### src/rtl/core/scpg_pkg.sv
// ----------------------------------------------------------------------------
// Strand control point generator package
// Widths, codes, controller/datapath interface types and length saturation.
// ----------------------------------------------------------------------------
package scpg_pkg;

  localparam int MAX_SEGMENTS_DEF = 63;

  localparam int CNT_W   = 6;
  localparam int COORD_W = 32;
  localparam int DIR_W   = 16;
  localparam int LEN_W   = 31;
  localparam int RATIO_W = 16;
  localparam int MODE_W  = 2;
  localparam int CFG_IDX_W  = 2;
  localparam int CFG_DATA_W = 16;

  // Q.24 lengths saturate at 2^40, so they need 41 bits
  localparam int SEG_W   = 41;
  localparam int DIST_W  = 47;
  localparam int LO_W    = 24;
  localparam int HI_W    = DIST_W - LO_W;
  localparam int PROD_W  = SEG_W + RATIO_W;
  localparam int CAPIN_W = PROD_W - 14;
  localparam int DVD_W   = LEN_W + 32;
  localparam int DVS_W   = SEG_W;
  localparam int DIV_CNT_W = $clog2(DVD_W);

  localparam logic [CFG_IDX_W-1:0] CFG_MODE  = 2'd0;
  localparam logic [CFG_IDX_W-1:0] CFG_COUNT = 2'd1;
  localparam logic [CFG_IDX_W-1:0] CFG_RATIO = 2'd2;

  localparam logic [SEG_W-1:0] LEN_CAP = SEG_W'(1) << 40;
  localparam logic [SEG_W-1:0] ONE_Q24 = SEG_W'(1) << 24;

  typedef enum logic [MODE_W-1:0] {
    MODE_UNIFORM = 2'd0,
    MODE_ARITH   = 2'd1,
    MODE_GEO     = 2'd2,
    MODE_NONE    = 2'd3
  } spacing_t;

  typedef enum logic [1:0] {
    DIV_LEN,
    DIV_AVG,
    DIV_GEO
  } div_op_t;

  typedef enum logic [3:0] {
    ST_IDLE,
    ST_PMUL,
    ST_PADD,
    ST_EMIT,
    ST_GCHK,
    ST_GMUL,
    ST_GACC,
    ST_DIVA,
    ST_DIVA_W,
    ST_DIVB,
    ST_DIVB_W,
    ST_SEG,
    ST_DADD
  } state_t;

  typedef struct packed {
    logic    load;
    logic    pmul;
    logic    padd;
    logic    emit;
    logic    gmul;
    logic    gacc;
    logic    div_start;
    div_op_t div_op;
    logic    cap_a;
    logic    cap_b;
    logic    seg_calc;
    logic    dist_add;
  } cmd_t;

  typedef struct packed {
    spacing_t mode;
    logic     root;
    logic     last;
    logic     out_free;
    logic     g_more;
    logic     div_done;
  } sts_t;

  function automatic logic [SEG_W-1:0] cap_len(input logic [CAPIN_W-1:0] v);
    logic [SEG_W-1:0] r;
    if (v > CAPIN_W'(LEN_CAP)) begin
      r = LEN_CAP;
    end else begin
      r = v[SEG_W-1:0];
    end
    return r;
  endfunction

endpackage

### src/rtl/core/scpg_ctrl.sv
// ----------------------------------------------------------------------------
// Strand control point controller
// Sequences root placement, segment setup and the per-point walk.
// ----------------------------------------------------------------------------
module scpg_ctrl
  import scpg_pkg::*;
(
  input  logic clk,
  input  logic rst_n,
  input  logic in_valid,
  output logic in_stall,
  input  sts_t sts,
  output cmd_t cmd
);

  state_t state_r;
  state_t state_nxt;

  always_ff @(posedge clk) begin
    if (!rst_n) begin
      state_r <= ST_IDLE;
    end else begin
      state_r <= state_nxt;
    end
  end

  always_comb begin
    state_nxt = state_r;
    case (state_r)
      ST_IDLE:   if (in_valid) state_nxt = ST_PMUL;
      ST_PMUL:   state_nxt = ST_PADD;
      ST_PADD:   state_nxt = ST_EMIT;
      ST_EMIT: begin
        if (sts.out_free) begin
          if (sts.last) begin
            state_nxt = ST_IDLE;
          end else if (!sts.root) begin
            state_nxt = ST_SEG;
          end else if (sts.mode == MODE_GEO) begin
            state_nxt = ST_GCHK;
          end else begin
            state_nxt = ST_DIVA;
          end
        end
      end
      ST_GCHK:   state_nxt = sts.g_more ? ST_GMUL : ST_DIVA;
      ST_GMUL:   state_nxt = ST_GACC;
      ST_GACC:   state_nxt = ST_GCHK;
      ST_DIVA:   state_nxt = ST_DIVA_W;
      ST_DIVA_W: begin
        if (sts.div_done) begin
          state_nxt = (sts.mode == MODE_ARITH) ? ST_DIVB : ST_SEG;
        end
      end
      ST_DIVB:   state_nxt = ST_DIVB_W;
      ST_DIVB_W: if (sts.div_done) state_nxt = ST_SEG;
      ST_SEG:    state_nxt = ST_DADD;
      ST_DADD:   state_nxt = ST_PMUL;
      default:   state_nxt = ST_IDLE;
    endcase
  end

  always_comb begin
    cmd        = '0;
    cmd.div_op = DIV_LEN;
    in_stall   = 1'b1;
    case (state_r)
      ST_IDLE: begin
        in_stall = 1'b0;
        cmd.load = in_valid;
      end
      ST_PMUL:   cmd.pmul = 1'b1;
      ST_PADD:   cmd.padd = 1'b1;
      ST_EMIT:   cmd.emit = sts.out_free;
      ST_GMUL:   cmd.gmul = 1'b1;
      ST_GACC:   cmd.gacc = 1'b1;
      ST_DIVA: begin
        cmd.div_start = 1'b1;
        cmd.div_op    = (sts.mode == MODE_GEO) ? DIV_GEO : DIV_LEN;
      end
      ST_DIVA_W: cmd.cap_a = sts.div_done;
      ST_DIVB: begin
        cmd.div_start = 1'b1;
        cmd.div_op    = DIV_AVG;
      end
      ST_DIVB_W: cmd.cap_b = sts.div_done;
      ST_SEG:    cmd.seg_calc = 1'b1;
      ST_DADD:   cmd.dist_add = 1'b1;
      default: ;
    endcase
  end

endmodule
### config.mk
export PLATFORM = sky130hd
export DESIGN_NAME = scpg_ctrl
export DESIGN_NICKNAME = d
export VERILOG_FILES = /design/src/rtl/core/scpg_pkg.sv /design/src/rtl/core/scpg_ctrl.sv
export SDC_FILE = /design/constraint.sdc
export NUM_CORES = 1
export LEC_CHECK = 0
export ABC_AREA = 1
export BUFFER_PORTS_ARGS = -buffer_cell sky130_fd_sc_hd__buf_4
export CORE_AREA = 2 2 39 41
export DETAILED_ROUTE_END_ITERATION = 8
export DIE_AREA = 0 0 41 43
export HOLD_SLACK_MARGIN = 0.12
export MAX_ROUTING_LAYER = met4
export SYNTH_ARGS = -nofsm -noshare
export SYNTH_HDL_FRONTEND = slang
export SYNTH_SLANG_ARGS = --single-unit
### constraint.sdc
create_clock -name clk -period 1.11 [get_ports clk]
set_input_delay 0.1665 -clock clk [delete_from_list [all_inputs] [get_ports clk]]
set_output_delay 0.1665 -clock clk [all_outputs]
set_load 0.01 [all_outputs]
# After elaboration in Yosys (flattened, before gate mapping)

Index checks and enable logic that the tools add are counted.

Muxes and demuxes: 23
Reduce and logical (&&, ||, !) cells: 2
Equal/unequal tests: 18

Operator list:

| operator                                      | number |
|---|---|
| case mux 4 bit (13 select lines)              | 1 |
| 2-to-1 mux 4 bit                              | 6 |
| == test 4 bit, second input constant          | 5 |
| == test 4 x 3 -> 1 bit, second input constant | 4 |
| 2-to-1 mux 1 bit                              | 11 |
| == test 4 x 2 -> 1 bit, second input constant | 2 |
| 2-to-1 mux 2 bit                              | 4 |
| != test 2 bit, second input constant          | 4 |
| case mux 3 bit (2 select lines)               | 1 |
| == test 4 x 1 -> 1 bit, second input constant | 1 |
| zero test 4 bit                               | 1 |
| AND reduction 4 bit                           | 1 |
| == test 2 x 1 -> 1 bit, second input constant | 1 |
| == test 2 bit, second input constant          | 1 |

Output and inout bits: 14
Flip-flop bits (word level): 4

# Depth between registers and ports, before layout

Word-level depth: 6
Depth in mapped cells: 8
Gate-level depth less buffers: 8

# Least setup slack after synthesis

Ideal clock, no wire load.

Kind: reg-to-output
Start: reg state_r[2]
End: out cmd[5] (netlist bit)
Cell stages (with the launch flop): 5
Path buffers: 0
Arrival time: 0.945 ns
Path slack: -0.002 ns
Cell sequence: dfxtp_1 -> inv_2 -> nor2_1 -> nand2_1 -> nor3_1

RTL lines:

| item                   | line            | source |
|---|---|---|
| start, declared        | scpg_ctrl.sv:16 | `state_t state_r;` |
| start signal, assigned | scpg_ctrl.sv:23 | `state_r <= state_nxt;` |
| end, declared          | scpg_ctrl.sv:13 | `output cmd_t cmd` |

==> impl_metrics.toml <==
[status]
status = "finished, violations left"
violations = "setup timing"

[finish]
instances_no_fill = 128
largest-register = "state_r"
n_antenna_cell = 0
largest_reg_flops = 4
reg_top3 = "state_r: 4 flops"
fin_nets = 124
nFillCells = 124
finalInstanceArea_sq_um = 868.3
layout-drive-gt1-share_pct = 68.75
areaGrowthSynthToFinish_pct = 116.2
layout_common_cells = "buf_4, nand2_1, inv_1"
final_core_util_pct = 62.75
layout_commonest_cell = "buf_4"

[synthesis]
yosys.area.top_type = "dfxtp_1"
synth_cells = 74
syn-num-nets = 84
synth_top_area_share_pct = 19.94
ys_types = 15
synth_area_sq_um = 401.6
avgSynthCellArea_sq_um = 5.428
yosys_register_bits = 4
yosys_warnings = 0
synth.yosys.seq_area_share_pct = 19.94
ys_top_cells_by_area = "dfxtp_1, nand2_1, nor2_1"

[setup_path]
arrival_ps = 1080
regToRegSetupSlack_ps = -70
r2r_start = "state_r[3]"
crit_fanout = 5
reg2reg_depth = 8
worstSetupEndpointType = "primary output"
cp_top_family = "flip-flops"
crit_chain = "nor2_4 > inv_2 > nor3_2 > buf_4"
crit_slowest_cell = "dfxtp_4"
path_class = "reg2out"
slowest_delay_ps = 370
r2r_end = "state_r[3]"
cp_data_required_time_ps = 940
cp_num_buf_inv = 2
critPathLaunchType = "register"

[routing]
ant_nets = 0
via_per_inst = 4.586
routedWlPerCell_um = 11.14
drt_pass1_iterations = 3
totalWireLength_mm = 1.426
vias = 587
drt_iter0_drc = 2
drc = 0

[sta]
fmaxAchievable_mhz = 800.1
tightest_slew_ps = 210.6
fin_crit_ps = 1250
hold_viol = 0
fin_crit_sh_pct = 112.6
relSlewSlack_pct = 85.87
rsz0062_at_grt = "true"
layout_setup_ws_ps = -139.8
fin_skew_ps = 0.7483
setup_viol = 18
maxSlewViolCount = 0

[global_routing]
grt_pass1_wl_mm = 2.104
overflow = 0
grt_pass1_vias = 525
use_met1_pct = 21.04
grt_antenna_before_repair = 0
grt_usage_pct = 17.22
grt_use_met3_pct = 1.571
met2_usage_pct = 29.06
grt_start_max_net_pins = 7
busiest_layer = "met2"

[clock_network]
clockRootBuffer = "clkbuf_4"
ctsHtreeMaxLevel = 1
hold_buffers = 0
cts_tree = "yes"
clk_latency_ps = 230
cts_num_sinks = 4
cts_made_buffers = 3
clk_pin_slew_ps = 40
clock_path_buffers = 2

[power_and_ir_drop]
powerDensity_nw_per_um2 = 1423
peakVddDrop_v = 0.0006676
p_leak_nw = 0.4258

[die]
die_x_um = 41
core_area_sq_um = 1384
pin_count = 24
num_rows = 14
die_height_um = 43
initial_core_util_pct = 29.02
die_area_sq_um = 1763

[placement]
gp_congestion = 0.8093
port_buffers = 23
placed_area_sq_um = 644.4
dp_hpwl_um = 994.9
dpl_worst_slack_ps = -68.75
place_inst = 119

[min_path]
min_path_cells = 3
hold_start = "rst_n"
hold_path.class = "in2reg"
holdPathEnd = "state_r[1]"

[job]
cap_viol_max_count = 0
-- power by group --
group	internal, mW	switching (mW)	leakage (nW)	total, mW
Clock	0.121	0.0561	0.0138	0.177
Sequential	0.188	0.0728	0.0356	0.261
Combinational	0.391	0.407	0.376	0.798
Total	0.700	0.536	0.426	1.24
-- worst max-delay path by stage --
stage          startpoint         end  slack (ps)  cells after the start
2_1_floorplan  state_r[2]  state_r[2]          50                      5
3_3_place_gp   state_r[3]  state_r[3]         -50                      7
3_5_place_dp   state_r[3]  state_r[3]         -70                      7
4_1_cts        state_r[3]     cmd[11]        -130                      5
5_1_grt        state_r[0]      cmd[5]        -210                      5
6_report       state_r[0]      cmd[3]        -140                      4
-- through the flow --
step	TNS [ps]	total power, mW	hold slack [ps]
6_report	-1609	1.236	231.8
5_1_grt	-2548	1.316	257.7
4_1_cts	-1300	1.109	219.9
3_5_place_dp	-250.1	0.7715	457.3
3_3_place_gp	-173.9	0.7634	444.3
2_1_floorplan	0	0.5270	332.8
-- layer usage --
layer / up-vias / part of all wire [%]
met5: - / 0
met4: 0 / 0
met3: 0 / 4.9
met2: 19 / 55
met1: 260 / 40
li1: 308 / -
-- layout make-up --
| cell class | count | area (sq um) | area share [%] |
|---|---|---|---|
| multi-input cells | 55 | 379.1 | 43.66 |
| repair buffers | 35 | 285.3 | 32.85 |
| flip-flops and latches | 4 | 95.09 | 10.95 |
| inverters | 15 | 66.31 | 7.637 |
| clock buffers | 3 | 22.52 | 2.594 |
| well taps | 16 | 20.02 | 2.305 |
-- worst reg2reg max path, cell delays in order (launching register included) --
cell	delay, ps
dfxtp_4	410
inv_4	60
buf_6	120
nor2_4	90
nand3_2	110
nand3_2	100
inv_2	60
nand2_2	60
a21oi_2	50
-- Yosys cell counts --
library cell  instances
a21oi_1               4
nor2_4                1
nor3_1                4
inv_1                13
inv_2                 2
nand2_1              16
nand3b_1              2
nand2_4               1
a211oi_1              1
nand3_1               8
dfxtp_1               4
nand2_2               2
o21ai_0               1
nand3_2               1
nor2_1               14
-- cells by family (layout without fill, tap and decap cells) --
group	after synthesis	count (layout)	share of synthesized area, %
buf+inv	15	53	14.02
simple gates	49	49	57.94
flops	4	4	19.94
compound gates	6	6	8.099
-- what timing repair did --
action / CTS / global route
buffers inserted: 4 / 2
endpoints found under the setup margin: 18 / 18
pin swaps: 11 / 5
gates resized for setup: 32 / 22
hold endpoints to repair: 0 / 0
(Power assumes the default switching activity.)
